## config.mk

```make
export PLATFORM = sky130hd
export DESIGN_NAME = ods_back
export DESIGN_NICKNAME = d
export VERILOG_FILES = /design/src/sv/ods_pkg.sv /design/src/sv/ods_back.sv
export SDC_FILE = /design/constraint.sdc
export NUM_CORES = 2
export LEC_CHECK = 0
export BUFFER_PORTS_ARGS = -buffer_cell sky130_fd_sc_hd__buf_2
export CORE_MARGIN = 1.5
export CORE_UTILIZATION = 50
export CTS_CLUSTER_SIZE = 40
export DETAILED_ROUTE_END_ITERATION = 10
export PLACE_DENSITY_LB_ADDON = 0.1
export SYNTH_ARGS = -nofsm -noshare
export SYNTH_HDL_FRONTEND = slang
export SYNTH_SLANG_ARGS = --single-unit
```

## constraint.sdc

```tcl
create_clock -name clk -period 8.5 [get_ports clk]
set_input_delay 0.425 -clock clk [delete_from_list [all_inputs] [get_ports clk]]
set_output_delay 0.425 -clock clk [all_outputs]
set_load 0.05 [all_outputs]
```

## src/sv/ods_pkg.sv

```systemverilog
package ods_pkg;

  // Field widths of requests and results.
  localparam int X_W        = 11;
  localparam int Y_W        = 10;
  localparam int R_W        = 11;
  localparam int KEY_W      = 21;
  localparam int RANK_W     = 5;
  localparam int CFG_IDX_W  = 1;
  localparam int CFG_DATA_W = 11;

  // Default store capacity and depth of the queue between front and back.
  localparam int MAX_OBSTACLES_DEF = 32;
  localparam int Q_DEPTH           = 8;

  // Largest key; larger squared distances saturate here.
  localparam logic [KEY_W-1:0] KEY_MAX = {KEY_W{1'b1}};

  // Configuration register indexes.
  localparam logic [CFG_IDX_W-1:0] CFG_START_X = 1'b0;
  localparam logic [CFG_IDX_W-1:0] CFG_START_Y = 1'b1;

  // One stored obstacle.
  typedef struct packed {
    logic [X_W-1:0]   x;
    logic [Y_W-1:0]   y;
    logic [R_W-1:0]   radius;
    logic [KEY_W-1:0] key;
  } entry_t;

  // A classified request as it travels through the queue.
  typedef struct packed {
    entry_t entry;
    logic   keep;
    logic   eos;
  } item_t;

endpackage

```

## src/sv/ods_back.sv

```systemverilog
module ods_back #(
  parameter int MAX_OBSTACLES = ods_pkg::MAX_OBSTACLES_DEF
) (
  input  logic                         clk,
  input  logic                         rst_n,
  input  logic                         q_empty,
  input  ods_pkg::item_t               q_data,
  output logic                         q_pop,
  output logic                         out_valid,
  output logic [ods_pkg::RANK_W-1:0]   out_rank,
  output logic [ods_pkg::X_W-1:0]      out_x,
  output logic [ods_pkg::Y_W-1:0]      out_y,
  output logic [ods_pkg::R_W-1:0]      out_radius,
  output logic [ods_pkg::KEY_W-1:0]    out_distance_sq,
  output logic                         out_entry_valid,
  output logic                         out_any_obstacle,
  output logic                         out_overflowed,
  output logic                         out_last_result
);
  import ods_pkg::*;

  localparam int CNT_W = $clog2(MAX_OBSTACLES + 1);

  typedef enum logic {
    ST_LOAD,
    ST_DRAIN
  } state_t;

  state_t           state_r;
  logic [CNT_W-1:0] count_r;
  logic [CNT_W-1:0] rank_r;
  logic             ovf_r;

  logic             out_valid_r;
  logic [RANK_W-1:0] out_rank_r;
  entry_t           out_entry_r;
  logic             out_entry_valid_r;
  logic             out_any_r;
  logic             out_ovf_r;
  logic             out_last_r;

  entry_t           cells_r [MAX_OBSTACLES];
  logic [MAX_OBSTACLES-1:0] gt;
  logic             do_insert;
  logic             do_drop;
  logic             drain_last;

  // A request is taken from the queue only while loading.
  assign q_pop     = (state_r == ST_LOAD) && !q_empty;
  assign do_insert = q_pop && q_data.keep && (count_r < CNT_W'(MAX_OBSTACLES));
  assign do_drop   = q_pop && q_data.keep && (count_r == CNT_W'(MAX_OBSTACLES));
  assign drain_last = ((rank_r + CNT_W'(1)) == count_r);

  // Insertion cells: each occupied cell compares its key with the new one.
  // Cells with a larger key move up one place; ties stay ahead of the new entry.
  for (genvar i = 0; i < MAX_OBSTACLES; i++) begin : g_cell
    entry_t src;

    assign gt[i] = (CNT_W'(i) < count_r) && (cells_r[i].key > q_data.entry.key);

    if (i == 0) begin : g_first
      assign src = q_data.entry;
    end else begin : g_rest
      assign src = gt[i-1] ? cells_r[i-1] : q_data.entry;
    end

    always_ff @(posedge clk) begin
      if (state_r == ST_DRAIN) begin
        if (i < MAX_OBSTACLES - 1) begin
          cells_r[i] <= cells_r[(i < MAX_OBSTACLES - 1) ? i + 1 : i];
        end
      end else if (do_insert && (gt[i] || CNT_W'(i) == count_r)) begin
        cells_r[i] <= src;
      end
    end
  end

  // Sequencer: load requests, then drain the sorted run from the bottom cell.
  always_ff @(posedge clk) begin
    if (!rst_n) begin
      state_r           <= ST_LOAD;
      count_r           <= '0;
      rank_r            <= '0;
      ovf_r             <= 1'b0;
      out_valid_r       <= 1'b0;
      out_rank_r        <= '0;
      out_entry_r       <= '0;
      out_entry_valid_r <= 1'b0;
      out_any_r         <= 1'b0;
      out_ovf_r         <= 1'b0;
      out_last_r        <= 1'b0;
    end else begin
      out_valid_r <= 1'b0;
      unique case (state_r)
        ST_LOAD: begin
          if (do_insert) begin
            count_r <= count_r + CNT_W'(1);
          end
          if (do_drop) begin
            ovf_r <= 1'b1;
          end
          if (q_pop && q_data.eos) begin
            state_r <= ST_DRAIN;
            rank_r  <= '0;
          end
        end
        ST_DRAIN: begin
          out_valid_r <= 1'b1;
          out_ovf_r   <= ovf_r;
          if (count_r == '0) begin
            // Empty set: one result that carries no obstacle.
            out_rank_r        <= '0;
            out_entry_r       <= '0;
            out_entry_valid_r <= 1'b0;
            out_any_r         <= 1'b0;
            out_last_r        <= 1'b1;
            ovf_r             <= 1'b0;
            state_r           <= ST_LOAD;
          end else begin
            out_rank_r        <= RANK_W'(rank_r);
            out_entry_r       <= cells_r[0];
            out_entry_valid_r <= 1'b1;
            out_any_r         <= 1'b1;
            out_last_r        <= drain_last;
            rank_r            <= rank_r + CNT_W'(1);
            if (drain_last) begin
              count_r <= '0;
              ovf_r   <= 1'b0;
              state_r <= ST_LOAD;
            end
          end
        end
        default: state_r <= ST_LOAD;
      endcase
    end
  end

  assign out_valid        = out_valid_r;
  assign out_rank         = out_rank_r;
  assign out_x            = out_entry_r.x;
  assign out_y            = out_entry_r.y;
  assign out_radius       = out_entry_r.radius;
  assign out_distance_sq  = out_entry_r.key;
  assign out_entry_valid  = out_entry_valid_r;
  assign out_any_obstacle = out_any_r;
  assign out_overflowed   = out_ovf_r;
  assign out_last_result  = out_last_r;

  a_count_bound: assert property (@(posedge clk) disable iff (!rst_n)
    count_r <= CNT_W'(MAX_OBSTACLES))
    else $error("entry count beyond capacity");

  a_last_clears: assert property (@(posedge clk) disable iff (!rst_n)
    (out_valid_r && out_last_r) |-> (count_r == '0 && !ovf_r && state_r == ST_LOAD))
    else $error("set state not cleared after the final result");

  a_empty_is_last: assert property (@(posedge clk) disable iff (!rst_n)
    (out_valid_r && !out_entry_valid_r) |-> (out_last_r && out_rank_r == '0))
    else $error("empty result not alone in its run");

endmodule

```

==> out/qor.csv <==
metric;value;unit
area enclosed by the die boundary;211300;µm²
Post-synth ARST share;0;%
post-detailed-route count of antenna-violating nets;0;
post-route clock period utilization;58.03;%
pin count of the biggest net entering global routing;107;
boundary pin count;122;
worst clock skew on the final layout;0.02762;ns
required time reported for the critical path endpoint;9.01;ns
number of max-cap violations;0;
CP Launch Type;register;
later-pin clock latency in the skew report;0.85;ns
synth top area cells;sky130_fd_sc_hd__edfxtp_1 49%, sky130_fd_sc_hd__mux2i_1 12%, sky130_fd_sc_hd__ha_1 7.9%;
Die Ht;459.7;µm
top_reg_cell synth;sky130_fd_sc_hd__edfxtp_1;
Starting DRT DRC Count;5550;
router iterations before antenna repair;5;
H-tree depth;4;
maximum number of buffers from clock root to sink;3;
DRT Wirelength;286100;µm
Synth top area share;48.84;%
cells resized by post-CTS repair;0;
warning count from the yosys run;0;
minimum clock period;4.932;ns
summed area of non-filler cells in the final layout;113500;µm²
buffer cell driving the clock tree root;sky130_fd_sc_hd__clkbuf_16;
result of the run;finished clean;
initial cell density of the core;50.30;%
mean area per synthesized cell;11.14;µm²
gate family responsible for the most delay along the worst path;compound AO/OA/AOI/OAI gates;
area of the core;207300;µm²
static leakage;42.24;nW
setup repair after global routing missed its margin;no;
routed len/inst;23.65;µm
area of the mapped netlist;104300;µm²
number of port buffers;121;
routing usage on met2;43.98;%
DRC violation count after routing;0;
highest fanout seen on the critical path;35;
share of final-layout standard cells stronger than drive strength 1;13.82;%
count of different cell masters after synthesis;77;
PnR worst setup slack;3.568;ns
Final Slew Violations;0;
number of instances in the placed design;11723;
highest ir drop seen on vdd;0.0001469;V
weighted congestion reported at the end of routability-driven placement;0.8893;
Hold Crit Class;in -> reg;
combined global-route utilization of all metal layers;26.75;%
met3 Track Usage GR;3.714;%
gate count after technology mapping;9362;
hold violation count in the final report;0;
TritonCTS clock tree;built;
Layout Area Growth over Synthesis;8.899;%
most numerous cell on the critical path;sky130_fd_sc_hd__inv_1;
initial antenna violation count;16;
sequential cell area fraction in the yosys report;50.30;%
clock slew at the register clock pins of the worst setup and hold paths;0.06;ns
kind of capture point of the worst setup path;register;
category of the most critical setup path;reg -> reg;
number of flops mapped to enable cells by yosys;1696;
headroom to the max-slew limit;23.69;%
pre-CTS worst setup slack;3.006;ns
Pwr per Cell Area;179.0;nW/µm²
post-CTS setup repair buffer count;0;
cell with the biggest individual delay on the critical path;sky130_fd_sc_hd__or2_2;
Final TNS setup;0;ns
utilization after layout;54.78;%
slew of the pin with the lowest slew margin;1.145;ns
clock buffers created by TritonCTS;199;
CP Buf/Inv Count;3;
Via-to-Cell Ratio;6.079;
non-filler cells in the finished layout;12097;
f_max;0.2027;GHz
via count of the first global-routing pass;76453;
number of nets produced by synthesis;10075;
number of nets in the final layout;9849;
first-pass GRT wire length;445100;µm
busiest grt layer;met2;
hold-fix buffer count after cts;0;
number of clock sinks seen by CTS;1772;
global route total overflow;0;
area post-placement;107200;µm²
arrival time worst endpoint;5.44;ns
dpl hpwl;208900;µm
die extent in x;459.7;µm
number of endpoints failing setup at the final stage;0;
routing usage on met1;37.03;%
list of most frequent post-synthesis cells;1696 x sky130_fd_sc_hd__edfxtp_1, 1237 x sky130_fd_sc_hd__mux2i_1, 1178 x sky130_fd_sc_hd__a21oi_1;
leading cell type by number of instances after synthesis;sky130_fd_sc_hd__edfxtp_1;
critical path cell sequence;inv_1 > ha_1 > inv_1 > a31oi_1 > a31o_2 > a31oi_4 > o21a_4 > or2_2 > buf_4;
post-synthesis sequential element count;1772;
cell accounting for the most synthesized area;sky130_fd_sc_hd__edfxtp_1;
slowest stage delay, CP;0.86;ns
via count;73539;
number of rows in the core area;167;
==> worst min-delay path, delay by kind of cell <==
kind	cells	cell delay (ns)
AO/OA/AOI/OAI	1	0.08
buffers and inverters	1	0.20
multiplexers	1	0.16
==> power by group <==
part | switching, mW | internal (mW) | leakage, nW
registers | 0.209 | 9.85 | 16.2
clock network | 3.71 | 4.94 | 3.11
logic | 1.03 | 0.576 | 22.9
total | 4.95 | 15.4 | 42.2
==> logic make-up (layout without fill, tap and decap cells) <==
group	Yosys count	after routing	share of synthesized area [%]
compound gates	2097	2097	10.73
other cells	0	6	0
mux	1861	1861	18.61
buf+inv	780	721	3.212
flops	1772	1772	50.30
fa+ha+maj	655	655	7.860
xor+xnor	10	10	0.09719
simple gates	2187	2187	9.185
==> layout make-up <==
class                      instances  area, µm²
sequential                      1772      52450
antenna                            6      15.01
inverter                          71      266.5
tap                             2788       3488
clock inverter                    95      860.8
fill                           18027      93730
timing repair buffer             282       1877
clock buffer                     273       5505
multi-input combinational       6810      49080
==> layer usage <==
| metal | vias to the layer above | routed length, µm |
|---|---|---|
| li1 | 34433 | - |
| met1 | 37024 | 128700 |
| met2 | 1642 | 135700 |
| met3 | 422 | 14600 |
| met4 | 18 | 7051 |
| met5 | - | 107 |
==> worst paths after layout <==
path / start / to / slack (ns) / depth (start not counted)
worst max register to register: count_r[0]$_SDFFE_PN0P_ / cells_r[1][668]$_DFFE_PP_ / 3.57 / 9
worst max-delay path: count_r[0]$_SDFFE_PN0P_ / cells_r[1][668]$_DFFE_PP_ / 3.57 / 9
worst min-delay path: q_data[17] / cells_r[0][545]$_DFFE_PP_ / 0.20 / 3
worst min register to register: cells_r[1][841]$_DFFE_PP_ / cells_r[1][788]$_DFFE_PP_ / 0.52 / 2
==> sequential cells by signal, indices dropped and copies added, names as in the netlist <==
register,flops
out_rank,5
ovf_r,1
state_r,1
out_distance_sq,21
out_x,11
count_r,6
out_last_result,1
cells_r,1696
rank_r,6
out_y,10
out_overflowed,1
out_valid,1
out_any_obstacle,1
out_radius,11
==> layout by cell type, fill, tap and decap left out, types with 121 or more instances in the layout <==
cell	n
sky130_fd_sc_hd__edfxtp_1	1696
sky130_fd_sc_hd__mux2i_1	1237
sky130_fd_sc_hd__a21oi_1	1178
sky130_fd_sc_hd__nor2_1	894
sky130_fd_sc_hd__nand2_1	756
sky130_fd_sc_hd__o21ai_0	688
sky130_fd_sc_hd__ha_1	655
sky130_fd_sc_hd__mux2_2	621
sky130_fd_sc_hd__clkbuf_16	205
sky130_fd_sc_hd__buf_4	156
sky130_fd_sc_hd__nor2b_1	130
sky130_fd_sc_hd__buf_2	121
==> stage by stage <==
step	hold slack (ns)	power (mW)
3_3_place_gp	0.4918	11.79
3_5_place_dp	0.5111	11.85
2_1_floorplan	0.4796	11.23
5_1_grt	0.1908	20.97
6_report	0.1971	20.32
4_1_cts	0.1335	20.44
Note: power is estimated with default switching activity, not from simulation.
