### src/sv/ods_pkg.sv
package ods_pkg;

  // Field widths of requests and results.
  localparam int X_W        = 11;
  localparam int Y_W        = 10;
  localparam int R_W        = 11;
  localparam int KEY_W      = 21;
  localparam int RANK_W     = 5;
  localparam int CFG_IDX_W  = 1;
  localparam int CFG_DATA_W = 11;

  // Default store capacity and depth of the queue between front and back.
  localparam int MAX_OBSTACLES_DEF = 32;
  localparam int Q_DEPTH           = 8;

  // Largest key; larger squared distances saturate here.
  localparam logic [KEY_W-1:0] KEY_MAX = {KEY_W{1'b1}};

  // Configuration register indexes.
  localparam logic [CFG_IDX_W-1:0] CFG_START_X = 1'b0;
  localparam logic [CFG_IDX_W-1:0] CFG_START_Y = 1'b1;

  // One stored obstacle.
  typedef struct packed {
    logic [X_W-1:0]   x;
    logic [Y_W-1:0]   y;
    logic [R_W-1:0]   radius;
    logic [KEY_W-1:0] key;
  } entry_t;

  // A classified request as it travels through the queue.
  typedef struct packed {
    entry_t entry;
    logic   keep;
    logic   eos;
  } item_t;

endpackage

### src/sv/ods_front.sv
module ods_front (
  input  logic                            clk,
  input  logic                            rst_n,
  input  logic                            start,
  output logic                            busy,
  input  logic [ods_pkg::X_W-1:0]         in_obstacle_x,
  input  logic [ods_pkg::Y_W-1:0]         in_obstacle_y,
  input  logic [ods_pkg::R_W-1:0]         in_obstacle_radius,
  input  logic                            in_end_of_set,
  input  logic                            cfg_valid,
  input  logic [ods_pkg::CFG_IDX_W-1:0]   cfg_index,
  input  logic [ods_pkg::CFG_DATA_W-1:0]  cfg_data,
  input  logic                            credit_ret,
  output logic                            push,
  output ods_pkg::item_t                  push_data
);
  import ods_pkg::*;

  localparam int CRD_W = $clog2(Q_DEPTH + 1);
  localparam int SQX_W = 2 * X_W;
  localparam int SQY_W = 2 * Y_W;
  localparam int SUM_W = SQX_W + 1;

  logic [X_W-1:0]   start_x_r;
  logic [Y_W-1:0]   start_y_r;
  logic [CRD_W-1:0] credit_r;
  logic [CRD_W-1:0] credit_nxt;
  logic             accept;

  // Stage A: absolute differences.
  logic             a_valid_r;
  logic [X_W-1:0]   a_dx_r;
  logic [Y_W-1:0]   a_dy_r;
  item_t            a_item_r;

  // Stage B: squares.
  logic             b_valid_r;
  logic [SQX_W-1:0] b_sqx_r;
  logic [SQY_W-1:0] b_sqy_r;
  item_t            b_item_r;

  logic [SUM_W-1:0] sum;

  // Every accepted request holds one queue slot until the back pops it.
  assign accept = start && !busy;
  assign busy   = (credit_r == CRD_W'(Q_DEPTH));

  always_comb begin
    credit_nxt = credit_r;
    if (accept && !credit_ret) begin
      credit_nxt = credit_r + CRD_W'(1);
    end else if (!accept && credit_ret) begin
      credit_nxt = credit_r - CRD_W'(1);
    end
  end

  // Configuration registers and pipeline control.
  always_ff @(posedge clk) begin
    if (!rst_n) begin
      start_x_r <= '0;
      start_y_r <= '0;
      credit_r  <= '0;
      a_valid_r <= 1'b0;
      b_valid_r <= 1'b0;
    end else begin
      if (cfg_valid) begin
        unique case (cfg_index)
          CFG_START_X: start_x_r <= cfg_data[X_W-1:0];
          CFG_START_Y: start_y_r <= cfg_data[Y_W-1:0];
          default:     ;
        endcase
      end
      credit_r  <= credit_nxt;
      a_valid_r <= accept;
      b_valid_r <= a_valid_r;
    end
  end

  // Pipeline payload: classify, take differences, then square.
  always_ff @(posedge clk) begin
    if (accept) begin
      a_dx_r <= (start_x_r >= in_obstacle_x) ? start_x_r - in_obstacle_x
                                             : in_obstacle_x - start_x_r;
      a_dy_r <= (start_y_r >= in_obstacle_y) ? start_y_r - in_obstacle_y
                                             : in_obstacle_y - start_y_r;
      a_item_r.entry.x      <= in_obstacle_x;
      a_item_r.entry.y      <= in_obstacle_y;
      a_item_r.entry.radius <= in_obstacle_radius;
      a_item_r.entry.key    <= '0;
      a_item_r.keep         <= (in_obstacle_radius != '0);
      a_item_r.eos          <= in_end_of_set;
    end
    if (a_valid_r) begin
      b_sqx_r  <= SQX_W'(a_dx_r) * SQX_W'(a_dx_r);
      b_sqy_r  <= SQY_W'(a_dy_r) * SQY_W'(a_dy_r);
      b_item_r <= a_item_r;
    end
  end

  // Sum of squares, saturated to the key width.
  always_comb begin
    sum                 = SUM_W'(b_sqx_r) + SUM_W'(b_sqy_r);
    push_data           = b_item_r;
    push_data.entry.key = (sum > SUM_W'(KEY_MAX)) ? KEY_MAX : sum[KEY_W-1:0];
  end

  assign push = b_valid_r;

endmodule

### config.mk
export PLATFORM = sky130hd
export DESIGN_NAME = ods_front
export DESIGN_NICKNAME = d
export VERILOG_FILES = /design/src/sv/ods_pkg.sv /design/src/sv/ods_front.sv
export SDC_FILE = /design/constraint.sdc
export NUM_CORES = 1
export LEC_CHECK = 0
export BUFFER_PORTS_ARGS = -buffer_cell sky130_fd_sc_hd__buf_2
export CAP_MARGIN = 25
export CORE_ASPECT_RATIO = 1.2
export CORE_MARGIN = 2
export CORE_UTILIZATION = 45
export DETAILED_ROUTE_END_ITERATION = 8
export HOLD_SLACK_MARGIN = 0.02
export PLACE_DENSITY_LB_ADDON = 0.2
export SYNTH_ARGS = -nofsm -noshare
export SYNTH_HDL_FRONTEND = slang
export SYNTH_SLANG_ARGS = --single-unit
export TNS_END_PERCENT = 10
### constraint.sdc
create_clock -name clk -period 7 [get_ports clk]
set_input_delay 0.35 -clock clk [delete_from_list [all_inputs] [get_ports clk]]
set_output_delay 0.35 -clock clk [all_outputs]
set_load 0.05 [all_outputs]
==> results of run 1 <==
[kinds of logic after synthesis]
kind of cell | count (synthesis) | synth area share (%)
AO/OA/AOI/OAI | 203 | 10.5
XOR/XNOR | 78 | 4.97
adder cells (fa/ha/maj) | 279 | 31.8
buffers and inverters | 283 | 8.19
flip-flops | 156 | 32.1
multiplexers | 20 | 1.49
AND/OR/NAND/NOR | 308 | 10.9
[Yosys cell counts, types with 3 or more instances]
cell type	n
sky130_fd_sc_hd__a211o_1	4
sky130_fd_sc_hd__a211oi_1	14
sky130_fd_sc_hd__a21boi_0	22
sky130_fd_sc_hd__a21o_1	24
sky130_fd_sc_hd__a21o_2	3
sky130_fd_sc_hd__a21oi_1	44
sky130_fd_sc_hd__and2_1	56
sky130_fd_sc_hd__and3_1	7
sky130_fd_sc_hd__and4_1	3
sky130_fd_sc_hd__buf_2	3
sky130_fd_sc_hd__buf_4	5
sky130_fd_sc_hd__buf_6	4
sky130_fd_sc_hd__clkbuf_1	23
sky130_fd_sc_hd__dfxtp_1	27
sky130_fd_sc_hd__edfxtp_1	129
sky130_fd_sc_hd__fa_1	117
sky130_fd_sc_hd__ha_1	162
sky130_fd_sc_hd__inv_1	246
sky130_fd_sc_hd__mux2_2	4
sky130_fd_sc_hd__mux2i_1	16
sky130_fd_sc_hd__nand2_1	130
sky130_fd_sc_hd__nand2b_1	15
sky130_fd_sc_hd__nand3_1	8
sky130_fd_sc_hd__nor2_1	43
sky130_fd_sc_hd__nor2b_1	23
sky130_fd_sc_hd__nor3_1	6
sky130_fd_sc_hd__o2111ai_1	3
sky130_fd_sc_hd__o211ai_1	4
sky130_fd_sc_hd__o21a_1	10
sky130_fd_sc_hd__o21ai_0	32
sky130_fd_sc_hd__o21ai_1	5
sky130_fd_sc_hd__o21bai_1	7
sky130_fd_sc_hd__or2_2	3
sky130_fd_sc_hd__or3_1	4
sky130_fd_sc_hd__xnor2_1	56
sky130_fd_sc_hd__xor2_1	22
[state kept, by name, summed over array words and instances (netlist names)]
name	flops
a_dx_r	11
a_dy_r	10
a_item_r	34
a_valid_r	1
b_sqx_r	21
b_sqy_r	19
credit_r	4
push	1
push_data	34
start_x_r	11
start_y_r	10
[area by class of cell]
class	instances	area, um^2	area share [%]
tap	396	495	3.25
antenna	1	2.50	0.0164
multi-input combinational	888	8200	53.8
timing repair buffer	108	558	3.66
inverter	246	923	6.06
sequential	156	4420	29.0
clock inverter	15	223	1.46
clock buffer	17	425	2.79
[critical path, cell delays in order, from the launching register on]
cell	delay, ps
sky130_fd_sc_hd__edfxtp_1	620
sky130_fd_sc_hd__nand2_1	150
sky130_fd_sc_hd__fa_1	550
sky130_fd_sc_hd__inv_1	60
sky130_fd_sc_hd__fa_1	510
sky130_fd_sc_hd__inv_1	50
sky130_fd_sc_hd__fa_1	470
sky130_fd_sc_hd__inv_1	50
sky130_fd_sc_hd__fa_1	520
sky130_fd_sc_hd__inv_1	50
sky130_fd_sc_hd__fa_1	520
sky130_fd_sc_hd__inv_1	40
sky130_fd_sc_hd__ha_1	320
sky130_fd_sc_hd__o21a_1	140
sky130_fd_sc_hd__o21ai_0	370
sky130_fd_sc_hd__o31ai_1	150
sky130_fd_sc_hd__a211oi_1	410
sky130_fd_sc_hd__nor2_1	120
sky130_fd_sc_hd__a211oi_1	230
sky130_fd_sc_hd__o21bai_1	100
sky130_fd_sc_hd__xor2_1	140
[per-stage QoR]
stage	cell area, um^2	utilization, %	setup WS [ps]	cells	hold slack (ps)
3_3_place_gp	14600	48.1	1340	1793	400
3_5_place_dp	14600	48.1	1260	1793	405
4_1_cts	15200	50.2	1220	1825	80.5
6_report	15200	50.3	1150	1827	101
2_1_floorplan	13700	-	1330	1327	400
5_1_grt	15200	50.3	770	1826	82.4
[final timing paths]
path / to
worst max register to register: b_sqx_r[20]
worst min register to register: push_data[0]
worst max-delay path: b_sqx_r[20]
worst min-delay path: a_item_r[32]
[metal layers]
layer  share of wire [%]  routed length, um
met1                  46              12300
met2                  49              13200
met3                 3.1                826
met4                 1.5                391
met5                   0                  0
[cells in the final DEF, fill, tap and decap left out, drive strengths merged, types with 3 or more instances in the layout]
cell type,count
edfxtp,129
ha,162
xor2,22
or3,4
nor2b,23
nand3,8
or2,3
and2,56
a221oi,4
nand2b,15
o2111ai,3
dfxtp,27
mux2,4
buf,108
o21ai,37
o21bai,7
a31oi,4
and4,3
inv,254
a21oi,47
a211oi,15
a211o,4
clkbuf,17
nor2,43
a21boi,22
xnor2,56
o211ai,5
and3,8
a21o,27
o21a,10
nor3,6
bufinv,4
mux2i,16
fa,117
nand2,130
==> reports/summary.md, run 1 <==
In this run the worst hold path is classified as primary input to flop. The wire length of the first global-routing pass was 45,500 um; the transition time at the pin with the least slew margin was 752 ps. Input and output buffers added on the ports amount to 106. The yosys synthesis warning count is 0.

Entering global routing, the biggest net connects 76 pins. For the worst setup path, the data arrival time is 6040 ps. Once the clock tree was built, the resizer swapped 0 gates to a different size. In this run the tightest slew margin relative to its limit is 49.7%.

After the first detailed-routing iteration, the DRC count stood at 361. The area overhead of the layout relative to synthesis came out at 11.0%. The die is 163 um wide. The cell count of the worst reg-to-reg path was 20; the floorplan die area was 31,900 um^2. The final-report setup violation count was 0; the maximum level of the CTS H-tree was 4.

The congestion estimate from routability-driven global placement came to 0.849. The final count of hold timing violations was 0. Setup repair after global routing left no endpoint under its margin. In the synthesized netlist the async set-or-reset flop fraction comes to 0%.

The total negative slack for setup checks came out at 0 ps. The clock period could shrink to 5850 ps. The startpoint identified for the worst hold timing path is in_obstacle_radius[9].

The most used flip-flop cell after synthesis is sky130_fd_sc_hd__edfxtp_1. Startpoint type of the worst setup path: a flop. The max-cap violation count is 0.

The remaining antenna violation count is 0, and the number of antenna violations at the first check in global routing is 0. In this run the clock root is driven by a sky130_fd_sc_hd__clkbuf_16. After filler insertion, the fill cell instance count of the layout stands at 2,841. Of all nets on the critical path, the largest fanout is 13.

The routed via count divided by cell count works out to 4.98. Ranked by total cell area, the synthesized netlist is headed by sky130_fd_sc_hd__edfxtp_1 28%, sky130_fd_sc_hd__fa_1 17%, sky130_fd_sc_hd__ha_1 15%. For the via count of the first global-routing pass, the log shows 9,544.

After global routing, the most crowded layer is met2. The total of flip-flops plus latches after synthesis is 156. The worst hold path depth was 1.

The mean cell area of the mapped netlist was 10.3 um^2; the total half-perimeter wirelength after legalization and detailed placement was 21,300 um. After clock tree synthesis, the clock-pin slew on the worst setup and hold paths is 70 ps. For met3 alone, demand over resource in global routing was 2.85%. The die height is 195 um.

Maximum buffer depth of the clock tree: 2. The logs give 440 ps for the later-pin clock latency in the skew report and 7180 ps for the required time at the worst-slack endpoint. The flow ran to the end, and the final reports show no timing, DRC or antenna violations. The count of mapped cells out of synthesis is 1,327, and the number of enable flip-flop cells after synthesis is 129. In this run the cell area of the synthesized design comes to 13,700 um^2. The flop-to-flop setup slack is 1150 ps, and the sequential-to-total area share from yosys stat is 32.1%. Endpoint kind of the worst setup timing path: a flop. The starting density of the core is 45.3%. For the final worst clock skew, the log shows 11.2 ps. The number of clock buffers added by TritonCTS is 17.

The critical path startpoint was a_dx_r[2]. The number of search-and-repair iterations in the first detailed-routing pass was 4; the synthesized net count was 1,656. After detailed routing, the number of remaining DRC violations is 0.

Across every metal layer, demand over resource in global routing totals 17.8%. The logs give 171 MHz for the maximum achievable frequency and 26,800 um for the wire length reported by the detailed router. Summed over its instances, the top area cell type makes up 28.2% of the synthesized netlist area. Number of buffers added for setup after CTS: 0.

The synthesized design spends more area on one cell type than any other, namely sky130_fd_sc_hd__edfxtp_1. For this block, the via count after detailed routing is 9,106. TritonCTS built the clock tree.

During I/O placement, the number of pins put on the boundary was 107. By startpoint and endpoint, the worst setup path is classified as flop to flop. The overflow left after global routing is 0, and the final number of max-transition violations is 0. The area of the core is 30,300 um^2, and the fraction of layout cells with a size suffix above 1 is 11.5%. The logs give 0 for the number of buffers inserted for hold repair after clock tree synthesis and 30.3% for the global routing usage on met2. The final critical path takes up 83.6% of the cycle. Counting every sink on the clock net gives 156. At the end of the flow, the number of nets in the layout was 1,746. The floorplan has 70 rows. The worst register-to-register path begins at a_dx_r[2]. In the final routed layout, each cell accounts on average for 14.7 um. For this run, global-route usage on met1 was measured as 23.6%. Unique cell type count in the Yosys netlist: 69.
Power of run 1 is left out: the tool's default activity adds up to more than one toggle a clock period on the data nets, which glitch-free logic cannot reach.
==> run 2: changes to the inputs <==
--- a/config.mk
+++ b/config.mk
@@ -5,6 +5,7 @@
 export SDC_FILE = /design/constraint.sdc
 export NUM_CORES = 1
 export LEC_CHECK = 0
+export ABC_AREA = 1
 export BUFFER_PORTS_ARGS = -buffer_cell sky130_fd_sc_hd__buf_2
 export CAP_MARGIN = 25
 export CORE_ASPECT_RATIO = 1.2
==> constraint.sdc (replaced) <==
create_clock -name clk -period 5.54 [get_ports clk]
set_input_delay 0.277 -clock clk [delete_from_list [all_inputs] [get_ports clk]]
set_output_delay 0.277 -clock clk [all_outputs]
set_load 0.05 [all_outputs]
==> reports/summary.md, run 2 <==
Largest stage delay on the critical path: 680 ps. The leading cell type in the layout, fill and taps excluded was sky130_fd_sc_hd__nand2_1. The final worst clock skew is 14.4 ps, and the total negative slack for setup checks is 0 ps.

After detailed routing, the total wire length is 35,500 um. Compared with the post-synthesis result, the final layout area differs by 10.9%. The run finished with clean final reports. Library cell with the largest summed area after synthesis: sky130_fd_sc_hd__edfxtp_1. The mapped netlist covers 15,000 um^2. In this run the cell area measured after placement is 16,000 um^2. Timing would allow up to 194 MHz. Counting flops with an async set or reset pin after synthesis yields a share of 0%. The number of different library cells used by synthesis comes to 41. Yosys synthesis warning count: 0. Clock latency on the worst-skew pair, taken at its later pin, is 450 ps. In the layout the commonest cells are 459 x sky130_fd_sc_hd__nand2_1, 394 x sky130_fd_sc_hd__inv_1, 162 x sky130_fd_sc_hd__ha_1.

The number of nets handed over by synthesis was 2,164. The worst setup path is of the flop to flop kind. Across all layers, the routed design uses 11.8k vias.

For the violation count after the first detailed-routing iteration, the log shows 614. From bottom edge to top edge, the die measures 204 um. The average detailed-routed wire length per instance works out to 14.8 um.

Cell seen most often among critical-path stages: sky130_fd_sc_hd__fa_1. I/O pin total: 107. Critical path startpoint: a_dx_r[8]. Of all nets on the critical path, the largest fanout is 14.

The overflow left after global routing came out at 0. The cell sitting at the root of the clock tree is a sky130_fd_sc_hd__clkbuf_16. Dividing the detail-routed via count by the number of cells gives 4.92. The worst path needs 5160 ps of the cycle, external delays included. Setup repair after global routing left no endpoint under its margin. The startpoint identified for the worst register-to-register timing path is a_dx_r[8]. The run gives 2 as the number of antenna violations at the first check in global routing. The top cell type by area accounts for 25.8% of the synthesized area. The critical path goes through nand2_1 -> fa_1 -> inv_1 -> fa_1 -> fa_1 -> fa_1 -> inv_1 -> fa_1 -> inv_1 -> ha_1 -> a21oi_1 -> o21a_1 -> nor2_1 -> nor2_1 -> nand2_1 -> nand2_1 -> nand2_1. Required time at the worst-slack endpoint: 5760 ps.

Dividing the synthesized area by the synthesized cell count gives 8.18 um^2. The worst hold slack came out at 41.4 ps. Launch instance of the worst min-delay path: in_obstacle_radius[0]. At the pin with the least slew margin, the transition time is 857 ps. Cells with a size suffix above 1 make up 8.78% of the layout.

The via count of the first global-routing pass is 12.4k. The tools report the maximum level of the CTS H-tree as 4. The run gives 33,000 um^2 as the area of the core.

The count of input and output buffers came out at 106. Once the floorplan was initialized, standard cells occupied 45.5% of the core. The final-report setup violation count came out at 0. Ranked by total cell area, the synthesized netlist is headed by sky130_fd_sc_hd__edfxtp_1 26%, sky130_fd_sc_hd__fa_1 16%, sky130_fd_sc_hd__ha_1 14%.

After clock tree synthesis, the clock-pin slew on the worst setup and hold paths is 80 ps. The final number of max-transition violations was 0. The startpoint type of the worst setup path was a flop.

Routability-driven placement finished with a final weighted congestion of 0.941. Detailed placement ended at an HPWL of 29,300 um. The tool flagged a number of max-cap violations equal to 0.

The number of resized instances in the post-cts repair step was 0; the number of buffers inserted during clock tree synthesis was 17. STA puts the critical path data arrival time at 5380 ps. In the finished design, the share of the clock period the worst path needs comes to 93.2%.

Entering global routing, the biggest net connects 61 pins. The kind of path behind the tightest hold check was primary input to flop. Synthesis produced 1,835 cells. In the routed design, unresolved DRC markers number 0. TritonCTS built the clock tree.

The first global-routing pass estimated 59,200 um of wire. The first detailed-routing pass took 6 iterations. Global routing used 21.6% of the available tracks. The sink count of the clock tree was 156. The worst pin sits at a relative slew slack of 42.9%. The row count came out at 73.

The net count of the finished layout is 2,264. The horizontal extent of the die came out at 171 um. Sorting the synthesized cells by how often they occur yields 459 x sky130_fd_sc_hd__nand2_1, 394 x sky130_fd_sc_hd__inv_1, 162 x sky130_fd_sc_hd__ha_1.

After routing the design area is 16,700 um^2. The total of flip-flops plus latches after synthesis is 156, and the remaining antenna violation count is 0. STA classifies the critical path endpoint as a flop.

The die covers 34,800 um^2. The number of enable flip-flop cells after synthesis came out at 129. In this run the deepest clock path goes through 2 buffers.

The most used flip-flop cell after synthesis was sky130_fd_sc_hd__edfxtp_1. The sequential-to-total area share from yosys stat was 29.4%. Among all cell types in the netlist, the one instantiated most often is sky130_fd_sc_hd__nand2_1. The final count of hold timing violations came out at 0. On the critical path, the stage with the largest delay is an instance of sky130_fd_sc_hd__edfxtp_1.
run 2: cell type report:
class / count / area [um^2]
Tap cell: 450 / 563
Antenna cell: 1 / 2.50
Sequential cell: 156 / 4420
Multi-Input combinational cell: 1245 / 8930
Timing Repair Buffer: 120 / 656
Clock inverter: 15 / 173
Inverter: 395 / 1480
Clock buffer: 17 / 425
Fill cell: 3204 / 16300
run 2: final timing paths:
kind	end	slack [ps]	cells past startpoint
worst min-delay path	a_item_r[23]	40	1
worst max register to register	b_sqx_r[19]	380	17
worst max-delay path	b_sqx_r[19]	380	17
worst min register to register	push_data[54]	420	0
run 2: through the flow:
step | utilization, % | instances | worst slack, ps
after floorplan | - | 1835 | 196
after global placement | 48.4 | 2358 | 467
after detailed placement | 48.4 | 2358 | 392
after CTS | 50.5 | 2398 | 396
after global routing | 50.5 | 2398 | 63.0
final | 50.5 | 2399 | 378
run 2: kinds of logic after synthesis:
family	after synthesis	synth area share, %
AOI/OAI and AO/OA	189	6.78
adders and majority gates	279	29.1
buffers and inverters	434	11.1
xor gates and xnor gates	67	3.91
DFF	156	29.4
muxes	1	0.0667
and+or+nand+nor	709	19.6
run 2: per-layer routing:
metal	vias to the layer above	track usage, %	wire length (um)
li1	5940	-	-
met5	-	0	28
met2	255	39.2	17600
met4	4	8.64	1390
met3	75	3.76	1410
met1	5528	25.2	15100
run 2: what timing repair did:
action,4_1_cts,5_1_grt
hold buffers,8,0
setup buffers,0,0
endpoints found under the hold margin,8,0
run 2: worst max-delay path: cells and delay by family (launching register included):
| kind | cells | cell delay [ps] |
|---|---|---|
| and+or+nand+nor | 6 | 450 |
| AOI/OAI and AO/OA | 2 | 600 |
| buffers and inverters | 3 | 180 |
| DFF | 1 | 680 |
| adders and majority gates | 6 | 3010 |
Power of run 2 is left out for the same reason.
