## src/sv/ods_pkg.sv

```systemverilog
package ods_pkg;

  // Field widths of requests and results.
  localparam int X_W        = 11;
  localparam int Y_W        = 10;
  localparam int R_W        = 11;
  localparam int KEY_W      = 21;
  localparam int RANK_W     = 5;
  localparam int CFG_IDX_W  = 1;
  localparam int CFG_DATA_W = 11;

  // Default store capacity and depth of the queue between front and back.
  localparam int MAX_OBSTACLES_DEF = 32;
  localparam int Q_DEPTH           = 8;

  // Largest key; larger squared distances saturate here.
  localparam logic [KEY_W-1:0] KEY_MAX = {KEY_W{1'b1}};

  // Configuration register indexes.
  localparam logic [CFG_IDX_W-1:0] CFG_START_X = 1'b0;
  localparam logic [CFG_IDX_W-1:0] CFG_START_Y = 1'b1;

  // One stored obstacle.
  typedef struct packed {
    logic [X_W-1:0]   x;
    logic [Y_W-1:0]   y;
    logic [R_W-1:0]   radius;
    logic [KEY_W-1:0] key;
  } entry_t;

  // A classified request as it travels through the queue.
  typedef struct packed {
    entry_t entry;
    logic   keep;
    logic   eos;
  } item_t;

endpackage

```

## src/sv/ods_fifo.sv

```systemverilog
module ods_fifo #(
  parameter int DEPTH = ods_pkg::Q_DEPTH
) (
  input  logic           clk,
  input  logic           rst_n,
  input  logic           push,
  input  ods_pkg::item_t push_data,
  input  logic           pop,
  output ods_pkg::item_t pop_data,
  output logic           empty
);
  import ods_pkg::*;

  localparam int PTR_W = (DEPTH > 1) ? $clog2(DEPTH) : 1;
  localparam int CNT_W = $clog2(DEPTH + 1);

  item_t            slots_r [DEPTH];
  logic [PTR_W-1:0] wr_ptr_r;
  logic [PTR_W-1:0] rd_ptr_r;
  logic [CNT_W-1:0] count_r;

  assign empty    = (count_r == '0);
  assign pop_data = slots_r[rd_ptr_r];

  // Pointer and fill count.
  always_ff @(posedge clk) begin
    if (!rst_n) begin
      wr_ptr_r <= '0;
      rd_ptr_r <= '0;
      count_r  <= '0;
    end else begin
      if (push) begin
        wr_ptr_r <= (wr_ptr_r == PTR_W'(DEPTH - 1)) ? '0 : wr_ptr_r + PTR_W'(1);
      end
      if (pop) begin
        rd_ptr_r <= (rd_ptr_r == PTR_W'(DEPTH - 1)) ? '0 : rd_ptr_r + PTR_W'(1);
      end
      if (push && !pop) begin
        count_r <= count_r + CNT_W'(1);
      end else if (!push && pop) begin
        count_r <= count_r - CNT_W'(1);
      end
    end
  end

  // Queue storage.
  always_ff @(posedge clk) begin
    if (push) begin
      slots_r[wr_ptr_r] <= push_data;
    end
  end

  // The front's credit scheme must keep the queue from overrunning.
  a_no_push_full: assert property (@(posedge clk) disable iff (!rst_n)
    !(push && !pop && count_r == CNT_W'(DEPTH)))
    else $error("queue pushed while full");

  a_no_pop_empty: assert property (@(posedge clk) disable iff (!rst_n)
    pop |-> !empty)
    else $error("queue popped while empty");

  a_count_bound: assert property (@(posedge clk) disable iff (!rst_n)
    count_r <= CNT_W'(DEPTH))
    else $error("queue count out of range");

endmodule

```

## config.mk

```make
export PLATFORM = sky130hd
export DESIGN_NAME = ods_fifo
export DESIGN_NICKNAME = d
export VERILOG_FILES = /design/src/sv/ods_pkg.sv /design/src/sv/ods_fifo.sv
export SDC_FILE = /design/constraint.sdc
export NUM_CORES = 1
export LEC_CHECK = 0
export ABC_AREA = 0
export BUFFER_PORTS_ARGS = -buffer_cell sky130_fd_sc_hd__buf_2
export CAP_MARGIN = 20
export CORE_ASPECT_RATIO = 0.5
export CORE_MARGIN = 2
export CORE_UTILIZATION = 40
export CTS_BUF_LIST = sky130_fd_sc_hd__clkbuf_8 sky130_fd_sc_hd__clkbuf_16
export CTS_CLUSTER_DIAMETER = 150
export DETAILED_ROUTE_END_ITERATION = 16
export GPL_TIMING_DRIVEN = 0
export PLACE_DENSITY = 0.58
export SYNTH_ARGS = -nofsm -noshare
export SYNTH_HDL_FRONTEND = slang
export SYNTH_SLANG_ARGS = --single-unit
```

## constraint.sdc

```tcl
create_clock -name clk -period 5.06 [get_ports clk]
set_clock_uncertainty 0.1 [all_clocks]
set_input_delay 0.253 -clock clk [delete_from_list [all_inputs] [get_ports clk]]
set_output_delay 0.253 -clock clk [all_outputs]
set_load 0.05 [all_outputs]
```

==> results.md, run 1 <==
- Nets: around 1000
- Worst setup SP type: flop
- Clock Tree Buf Depth: 3
- Crit end category: output port
- Die height: 150 um
- Clk root buf: clkbuf_16
- Post-place setup slack: about 2400 ps
- Area of placed instances: 19000 um^2
- Initial antenna violation count: 0
- Area delta synth->final: 22.2%
- WP data arrival: 2880 ps
- Fillers: 3441
- Slew Limit Headroom: 0.384
- I/O Buffers: 114
- Most frequent cells in the layout: 440 x edfxtp_1, 116 x buf_2, 110 x mux4_2
- CTS H-tree depth: 2
- Hold Vio Cnt, Final: 0
- Drt wl/cell: 22.2 um
- DR vias/cell: about 5
- Seq. cell area: ~13000 um^2
- CTS tree: done
- Layout cell share with drive strength beyond 1: 0.397
- CP cell instances: buf_1 > clkbuf_1 > mux2_2 > buf_2
- Pin count of the biggest net entering global routing: 21
- Unrepaired setup endpoints after global routing: no
- Worst path max stage delay: a little under 700 ps
- Overall power: 8.21 mW
- Least-Margin Pin Slew: 924 ps
- Final setup vio count: 0
- Crit path max fanout: 10
- Hold path cells: 2
- Max-cap viol count: 0
- Placeable Area: 42200 um^2
- Highest-delay cell along the critical path: buf_1
- Worst reg2reg path startpoint: wr_ptr_r[0]
- Critical Path RT: about 4700 ps
- Delay-heaviest family, CP: buffers and inverters
- Post-Syn Nets: ~780
- Dpl hpwl: 21900 um
- Pwr/cell area: 391 nW/um^2
- Max-slew violations: 0
- Final worst setup slack: 1830 ps
- Min-Delay Path Class: reg2reg
- # IOs: 115
- Leakage: 6.80 nW
- Period utilization: 0.638
- Status: completed
- First-pass GRT wire length: 52600 um
- Gr ovfl total: 0
- DR pass1 iterations: 5
- Commonest non-fill, non-tap cell in the layout: edfxtp_1
- Footprint of the multi-input gates: 3530 um^2
- Hold Crit Endpoint: count_r[3]
- CP Depth: 4
- Initial core utilization: 0.407
- Vias in the first global route: 8769
- CTS buffer count: 42
- Buf+Inv Stages, Crit Path: 3
- Syn_area_per_cell: 24.2 um^2
- Flop2flop setup slack: approximately 2800 ps
- Clock Latency Late Sink: 540 ps
- Die X: 297 um
- Die area: approximately 45000 um^2
- Sequential fraction of the synthesis area: 0.785
- Floorplan row count: 53
- Hold wc startpoint: count_r[3]
- DRC viols: 0
- WL final: 34500 um
- Synthesized instance count: 708
- Clock sink count: 453
- ANT nets after route: 0
- Worst-case reg-to-reg path depth: 5
- Flip-flop and latch count after synthesis: 453
- Final min period: approximately 3200 ps
- Final GP Congestion: about 0.7
- Tot GR Track Use: 0.159
- Yosys Warn Count: 0
- Vias: 7826
- WS Path Type: reg2out
- Worst r2r dst: slots_r[2][30]
- Fmax: 310 MHz
- IR Drop Worst-Case VDD: roughly 0.22 mV
- Netlist cell types: 27
- Iter 0 DRT Violations: 543
- Clock transition at path regs: 60 ps
- Design area: 21000 um^2
- Mapped Area: 17200 um^2
- Antenna cells: 0
final cells by class:
cell class | instances | share of cell area
sequential | 453 | 0.643
inverter | 3 | 0.000537
clock buffer | 45 | 0.0526
buffer | 32 | 0.00961
tap | 577 | 0.0344
timing repair buffer | 200 | 0.0783
clock inverter | 28 | 0.0135
multi-input combinational | 220 | 0.168
flip-flops by register name, indices dropped and copies added (netlist names), named ones only:
register  count
rd_ptr_r      3
wr_ptr_r      3
slots_r     440
count_r       4
cells by family (layout without fill, tap and decap cells):
logic type               count (synthesis)  in the layout  synth area share
AND/OR/NAND/NOR                         33             33           0.00955
flip-flops                             453            453             0.785
multiplexers                           169            169             0.183
buffers and inverters                   35            308            0.0124
XOR/XNOR                                 2              2           0.00102
AO/OA/AOI/OAI                            8              8           0.00263
adder cells (fa/ha/maj)                  8              8           0.00627
worst max-delay path by stage:
stage	from	end	slack (ps)
floorplan	wr_ptr_r[0]	slots_r[0][0]	160
global placement	push	slots_r[1][25]	-4050
detailed placement	flop	pop_data[30]	2360
CTS	flop	pop_data[30]	1760
global route	flop	pop_data[30]	1720
finish	flop	pop_data[32]	1830
synth_stat cells:
cell	instances	area, um^2
a211oi_1	1	7.51
a21oi_1	3	15.0
a31oi_1	1	6.26
and2_1	4	25.0
buf_1	10	37.5
buf_2	2	10.0
buf_4	1	7.51
buf_6	10	113
clkbuf_1	9	33.8
dfxtp_1	13	260
edfxtp_1	440	13200
fa_1	1	20.0
ha_1	7	87.6
inv_1	3	11.3
mux2_2	55	619
mux2i_1	4	40.0
mux4_2	110	2480
nand2_1	7	26.3
nand2b_1	4	25.0
nand3_1	1	5.00
nor2_1	8	30.0
nor2b_1	5	31.3
nor3_1	3	15.0
nor4_1	1	6.26
o21ai_0	2	10.0
o22ai_1	1	6.26
xnor2_1	2	17.5
worst min-delay path, cell delays in order (launching register included):
cell	delay [ps]
dfxtp_1	320
nand2_1	60
mux2i_1	60
stage by stage:
stage | hold WS, ps | std cells | setup TNS, ps | utilization
floorplan | 252 | 708 | 0 | -
global route | 416 | 1558 | 0 | 0.497
finish | 382 | 1558 | 0 | 0.497
CTS | 387 | 1558 | 0 | 0.497
global placement | 358 | 1399 | -769180 | 0.437
detailed placement | 377 | 1427 | 0 | 0.450
power breakdown:
group          switching (mW)  leakage, nW  internal [mW]
Clock                    1.31        0.710           1.87
Sequential             0.0238         4.10           4.20
Combinational           0.488         1.99          0.313
per-layer routing:
layer,vias up,GRT usage,share of wire
met1,4134,0.194,0.41
li1,3513,-,-
met4,0,0.0495,0.021
met3,53,0.0235,0.033
met5,-,0,0
met2,126,0.295,0.54
what timing repair did:
item,4_1_cts,5_1_grt
buffers inserted,0,0
hold buffers,58,0
resized for setup,0,0
endpoints found under the hold margin,444,0
(Power assumes the default switching activity.)
==> run 2: changes to the inputs <==
--- a/config.mk
+++ b/config.mk
@@ -5,7 +5,7 @@
 export SDC_FILE = /design/constraint.sdc
 export NUM_CORES = 1
 export LEC_CHECK = 0
-export ABC_AREA = 0
+export ABC_AREA = 1
 export BUFFER_PORTS_ARGS = -buffer_cell sky130_fd_sc_hd__buf_2
 export CAP_MARGIN = 20
 export CORE_ASPECT_RATIO = 0.5
@@ -15,7 +15,7 @@
 export CTS_CLUSTER_DIAMETER = 150
 export DETAILED_ROUTE_END_ITERATION = 16
 export GPL_TIMING_DRIVEN = 0
-export PLACE_DENSITY = 0.58
+export PLACE_DENSITY = 0.55
 export SYNTH_ARGS = -nofsm -noshare
 export SYNTH_HDL_FRONTEND = slang
 export SYNTH_SLANG_ARGS = --single-unit
==> constraint.sdc (replaced) <==
create_clock -name clk -period 3.3 [get_ports clk]
set_clock_uncertainty 0.1 [all_clocks]
set_input_delay 0.165 -clock clk [delete_from_list [all_inputs] [get_ports clk]]
set_output_delay 0.165 -clock clk [all_outputs]
set_load 0.05 [all_outputs]
==> results.md, run 2 <==
- Leakage: 8.20 nW (was 6.80 nW)
- Clock Latency Late Sink: 550 ps (was 540 ps)
- Die area: 47400 um^2 (was 44700 um^2)
- Metal2 WL: 21200 um (was 18600 um)
- IR Drop Worst-Case VDD: 0.341 mV (was 0.222 mV)
- Final min period: 2910 ps
- Hold wc startpoint: push_data[29] (was count_r[3])
- ANT nets after route: 0 (unchanged)
- Post-synth ARST share: 0 (unchanged)
- XOR/XNOR Fraction of Synth Area: 0.000962 (was 0.00102)
- WP data arrival: 2650 ps (was 2880 ps)
- Floorplan row count: 55 (was 53)
- Seq pwr share: 0.499 (was 0.515)
- PostCTS Resize Cnt: 0 (unchanged)
- DR vias/cell: 4.72 (was 5.02)
- Met3 routed WL: 1720 um (was 1150 um)
- # IOs: 115 (unchanged)
- Period utilization: 0.882
- Tot GR Track Use: 0.178 (was 0.159)
- Least-Margin Pin Slew: 852 ps (was 924 ps)
- WL met1: 18700 um (was 14000 um)
- Die height: 155 um (was 150 um)
- Top Metal Used: met4 (unchanged)
- Max reg flops: 440 (unchanged)
- Flip-flop and latch count after synthesis: 453 (unchanged)
- DRC viols: 0 (unchanged)
- Crit end category: output port (unchanged)
- Synth top area share: 0.725 (was 0.770)
- WL final: 42200 um (was 34500 um)
- Clock sink count: 453 (unchanged)
- Pin count of the biggest net entering global routing: 27 (was 21)
- Synthesized-area fraction occupied by and/or/nand/nor cells: 0.156 (was 0.00955)
- Clock transition at path regs: 60 ps (about the same)
- Die X: 306 um (was 297 um)
- Vias in the first global route: 11200 (was 8769)
- I/O Buffers: 114 (unchanged)
- Layout cell share with drive strength beyond 1: 0.148 (was 0.397)
- Clock Tree Buf Depth: 3 (unchanged)
- Overall power: 13.1 mW (was 8.21 mW)
- Synth cell count leaders: 456 x nor2_1, 440 x edfxtp_1, 293 x nand2_1, 192 x o21ai_1, 34 x buf_2 (was 440 x edfxtp_1, 110 x mux4_2, 55 x mux2_2, 13 x dfxtp_1)
- Dpl hpwl: 26200 um (was 21900 um)
- Antenna cells: 0 (unchanged)
- Final setup vio count: 0 (unchanged)
- Placeable Area: 45100 um^2 (was 42200 um^2)
- Hold path cells: 2 (unchanged)
- Buf+Inv Stages, Crit Path: 3 (unchanged)
- Yosys Warn Count: 0 (unchanged)
- Nets: 1852 (was 1019)
- CTS tree: done (unchanged)
- Slew Limit Headroom: 0.432 (was 0.384)
- Status: completed (unchanged)
- Gr ovfl total: 0 (unchanged)
- Top post-synthesis cells by area: edfxtp_1 73%, nor2_1 9.4%, nand2_1 6.0%, o21ai_1 5.3%, dfxtp_1 1.4% (was edfxtp_1 77%, mux4_2 14%, mux2_2 3.6%, dfxtp_1 1.5%, buf_6 0.66%)
- Max-cap viol count: 0 (unchanged)
- Hold Crit Endpoint: slots_r[7][29] (was count_r[3])
- Pwr/cell area: 597 nW/um^2 (was 391 nW/um^2)
- Fillers: 4022 (was 3441)
- Area delta synth->final: 20.0% (was 22.2%)
- Final GP Congestion: 0.740 (was 0.687)
- Netlist cell types: 22 (was 27)
- Worst reg2reg path startpoint: wr_ptr_r[0] (unchanged)
- Initial antenna violation count: 0 (unchanged)
- Iter 0 DRT Violations: 789 (was 543)
- Top_reg_cell synth: edfxtp_1 (unchanged)
- Drt wl/cell: 17.5 um (was 22.2 um)
- Mapped Area: 18200 um^2 (was 17200 um^2)
- CTS H-tree depth: 2 (unchanged)
- Largest family of logic cells by synthesized area: simple AND/OR/NAND/NOR gates (was multiplexers)
- DR pass1 iterations: 5 (unchanged)
- Worst path max stage delay: 660 ps (was 690 ps)
- Combinational power share: 0.135 (was 0.098)
- CTS buffer count: 44 (was 42)
- # Post-CTS Setup Buffers: 0 (unchanged)
- Clk root buf: clkbuf_16 (unchanged)
- Post-synth top area cell: edfxtp_1 (unchanged)
- Post-Syn Nets: 1617 (was 775)
- Delay-heaviest family, CP: buffers and inverters (unchanged)
- WS Path Type: reg2out (unchanged)
- Worst r2r dst: slots_r[1][51] (was slots_r[2][30])
- Setup TNS: 0 ps (unchanged)
- Unrepaired setup endpoints after global routing: no (unchanged)
- Commonest non-fill, non-tap cell in the layout: nor2_1 (was edfxtp_1)
- Flop2flop setup slack: 1120 ps (was 2790 ps)
- Post-synthesis mux area share: 0 (was 0.183)
- Worst-case reg-to-reg path depth: 4 (was 5)
- Worst setup SP type: flop (unchanged)
- Highest-delay cell along the critical path: clkbuf_1 (was buf_1)
- CP cell instances: clkbuf_1 > clkbuf_1 > nand2_1 > nand2_1 > buf_2 (was buf_1 > clkbuf_1 > mux2_2 > buf_2)
- Fmax: 344 MHz
- Max-slew violations: 0 (unchanged)
- Regs by FF count: slots_r: 440 flops, count_r: 4 flops (unchanged)
- Sequential fraction of the synthesis area: 0.740 (was 0.785)
- Adder-cell share of the synthesized area: 0.00591 (was 0.00627)
- Net Sw Power: 3.38 mW (was 1.82 mW)
- Compound-Gate Fraction of Synth Area: 0.0636 (was 0.00263)
- Synthesized instance count: 1550 (was 708)
- Number of synthesized flops with an enable pin: 440 (unchanged)
- Vias: 11400 (was 7826)
- Count leader, synth: nor2_1 (was edfxtp_1)
- Sw frac: 0.259 (was 0.222)
- Crit path max fanout: 10 (unchanged)
- Most frequent cells in the layout: 448 x nor2_1, 440 x edfxtp_1, 293 x nand2_1 (was 440 x edfxtp_1, 116 x buf_2, 110 x mux4_2)
- Initial core utilization: 0.404 (was 0.407)
- CTS Hold Bufs: 59 (was 58)
- Reg with most FFs: slots_r (unchanged)
- First-pass GRT wire length: 64200 um (was 52600 um)
- Min-Delay Path Class: in2reg (was reg2reg)
- Hold Vio Cnt, Final: 0 (unchanged)
- Clock power frac: 0.365 (was 0.388)
- Critical Path RT: 3030 ps (was 4710 ps)
- Syn_area_per_cell: 11.8 um^2 (was 24.2 um^2)
- Internal: 9.67 mW (was 6.39 mW)
[run 2: cell families after synthesis]
logic type / after synthesis
compound gates: 231
xor+xnor: 2
fa+ha+maj: 8
buf+inv: 101
flops: 453
simple gates: 755
[run 2: worst max path at each step]
stage	slack, ps	to	from	cells after the start
final	390	pop_data[41]	flop	5
after global routing	240	pop_data[30]	flop	5
after CTS	290	pop_data[30]	flop	5
after detailed placement	900	pop_data[30]	flop	5
after global placement	-2250	slots_r[3][35]	wr_ptr_r[0]	2
after floorplan	-50	slots_r[0][0]	wr_ptr_r[0]	3
[run 2: layer usage]
metal | global-route usage | vias up
li1 | - | 5779
met1 | 0.228 | 5369
met2 | 0.321 | 186
met3 | 0.0289 | 47
met4 | 0.0354 | 0
met5 | 0 | -
[run 2: per-stage QoR]
| step | hold WS (ps) | cell area, um^2 | util | worst slack, ps | std cells |
|---|---|---|---|---|---|
| after global placement | 339 | 19500 | 0.433 | -2250 | 2262 |
| after floorplan | 164 | 18200 | - | -47.9 | 1550 |
| after detailed placement | 343 | 19900 | 0.442 | 904 | 2278 |
| final | 344 | 21900 | 0.485 | 389 | 2413 |
| after CTS | 315 | 21900 | 0.485 | 289 | 2413 |
| after global routing | 346 | 21900 | 0.485 | 240 | 2413 |
[run 2: power by group through the flow]
stage | logic [mW] | clock network [mW] | registers (mW)
final | 1.77 | 4.77 | 6.51
after global placement | 1.68 | 0 | 6.66
after detailed placement | 1.74 | 0 | 6.64
after global routing | 1.95 | 5.09 | 6.52
after floorplan | 1.17 | 0 | 6.64
after CTS | 1.80 | 4.85 | 6.51
[run 2: layout make-up]
type	instances	area, um^2	share of cell area
sequential	453	13500	0.616
multi-input combinational	996	4190	0.191
timing repair buffer	189	1500	0.0688
clock buffer	45	1130	0.0515
tap	598	748	0.0342
buffer	84	553	0.0253
clock inverter	31	214	0.00978
inverter	17	63.8	0.00292
==> run 3: changes to the inputs <==
--- a/config.mk
+++ b/config.mk
@@ -15,6 +15,7 @@
 export CTS_CLUSTER_DIAMETER = 150
 export DETAILED_ROUTE_END_ITERATION = 16
 export GPL_TIMING_DRIVEN = 0
+export MAX_ROUTING_LAYER = met4
 export PLACE_DENSITY = 0.55
 export SYNTH_ARGS = -nofsm -noshare
 export SYNTH_HDL_FRONTEND = slang
==> results.md, run 3 (synthesis results as in run 2) <==
- Status: completed (unchanged)
- CTS Hold Bufs: 59 (unchanged)
- Design area: 21900 um^2 (about the same)
- Crit end category: output port (unchanged)
- Clock Latency Late Sink: 550 ps (about the same)
- CTS tree: done (unchanged)
- Pin count of the biggest net entering global routing: 27 (unchanged)
- Pwr/cell area: 597 nW/um^2 (about the same)
- Commonest non-fill, non-tap cell in the layout: nor2_1 (unchanged)
- Gr ovfl total: 0 (unchanged)
- IR Drop Worst-Case VDD: 0.343 mV (was 0.341 mV)
- DR vias/cell: 4.72 (about the same)
- Die X: 306 um (unchanged)
- Dpl hpwl: 26200 um (unchanged)
- WL final: 42400 um (was 42200 um)
- CTS H-tree depth: 2 (unchanged)
- Regs by FF count: slots_r: 440 flops, count_r: 4 flops (unchanged)
- Final Util: 0.485 (about the same)
- Initial antenna violation count: 1 (was 0)
- Min-Delay Path Class: in2reg (unchanged)
- CP cell instances: clkbuf_1 > clkbuf_1 > nand2_1 > nand2_1 > buf_2 (unchanged)
- Initial core utilization: 0.404 (unchanged)
- DRC viols: 0 (unchanged)
- Fmax: 342 MHz (was 344 MHz)
- Max reg flops: 440 (unchanged)
- Highest-delay cell along the critical path: clkbuf_1 (unchanged)
- Final GP Congestion: 0.749 (was 0.740)
- Hold Vio Cnt, Final: 0 (unchanged)
- Max-cap viol count: 0 (unchanged)
- Leakage: 8.20 nW (about the same)
- Unrepaired setup endpoints after global routing: no (unchanged)
- Worst path max stage delay: 680 ps (was 660 ps)
- Clk root buf: clkbuf_16 (unchanged)
- CTS buffer count: 44 (unchanged)
- Clock sink count: 453 (unchanged)
- Final min period: 2920 ps (was 2910 ps)
- Layout cell share with drive strength beyond 1: 0.148 (unchanged)
- # Post-CTS Setup Buffers: 0 (unchanged)
- Period utilization: 0.886 (was 0.882)
- Area of placed instances: 19900 um^2 (unchanged)
- Vias in the first global route: 11200 (about the same)
- I/O Buffers: 114 (unchanged)
- Worst setup SP type: flop (unchanged)
- Floorplan row count: 55 (unchanged)
- First-pass GRT wire length: 64200 um (unchanged)
- Crit path max fanout: 10 (unchanged)
- Critical Path RT: 3030 ps (about the same)
- Most frequent cells in the layout: 448 x nor2_1, 440 x edfxtp_1, 293 x nand2_1 (unchanged)
- Placeable Area: 45100 um^2 (unchanged)
- Drt wl/cell: 17.6 um (was 17.5 um)
- Tot GR Track Use: 0.183 (was 0.178)
- PostCTS Resize Cnt: 0 (unchanged)
- Die area: 47400 um^2 (unchanged)
- ANT nets after route: 0 (unchanged)
- Vias: 11400 (about the same)
- # IOs: 115 (unchanged)
- Area delta synth->final: 20.1% (was 20.0%)
- WS Path Type: reg2out (unchanged)
- Reg with most FFs: slots_r (unchanged)
- Nets: 1852 (unchanged)
- Clock transition at path regs: 60 ps (about the same)
- Slew Limit Headroom: 0.415 (was 0.432)
- Iter 0 DRT Violations: 750 (was 789)
- Max-slew violations: 0 (unchanged)
- DR pass1 iterations: 5 (unchanged)
- Least-Margin Pin Slew: 877 ps (was 852 ps)
- WP data arrival: 2660 ps (was 2650 ps)
- Die height: 155 um (unchanged)
- Clock Tree Buf Depth: 3 (unchanged)
- Final setup vio count: 0 (unchanged)
-- run 3: cell count changes in the layout (fill, tap and decap cells not counted) --
cell and delta:
diode_2 +1
-- run 3: metrics by stage --
stage	power, mW	setup TNS, ps	hold WS, ps	std cells	setup WS (ps)
final	13.1	0	342	2414	376
after global routing	13.6	0	347	2414	242
after CTS	13.2	0	315	2413	289
after detailed placement	8.37	0	343	2278	904
after global placement	8.34	-952780	339	2262	-2250
after floorplan	7.81	-17880	164	1550	-47.9
-- run 3: worst paths after layout --
check	from	depth (start not counted)	slack, ps	endpoint
max	flop	5	380	pop_data[41]
min	push_data[8]	2	340	slots_r[0][8]
min reg2reg	wr_ptr_r[0]	2	400	wr_ptr_r[0]
max reg2reg	wr_ptr_r[0]	4	1120	slots_r[1][51]
-- run 3: power breakdown --
group	switching [mW]	internal, mW	total, mW
Clock	2.07	2.70	4.77
Sequential	0.0437	6.47	6.51
Combinational	1.27	0.500	1.77
Total	3.38	9.67	13.1
-- run 3: layout make-up --
| cell class | instances | area (um^2) |
|---|---|---|
| Tap cell | 598 | 748 |
| Sequential cell | 453 | 13500 |
| Clock buffer | 45 | 1130 |
| Inverter | 17 | 63.8 |
| Fill cell | 4021 | 23200 |
| Buffer | 84 | 553 |
| Clock inverter | 31 | 214 |
| Antenna cell | 1 | 2.50 |
| Timing Repair Buffer | 189 | 1500 |
| Multi-Input combinational cell | 996 | 4190 |
-- run 3: per-layer routing --
layer / share of wire / global-route usage / vias up
met5: 0 / - / -
met1: 0.45 / 0.229 / 5385
met3: 0.037 / 0.0286 / 48
li1: - / - / 5783
met4: 0.014 / 0.0354 / 0
met2: 0.50 / 0.320 / 167
-- run 3: worst max-delay path, delay by kind of cell, from the launching register on --
kind	cells	cell delay [ps]
DFF	1	370
and+or+nand+nor	2	250
buffers and inverters	3	1480
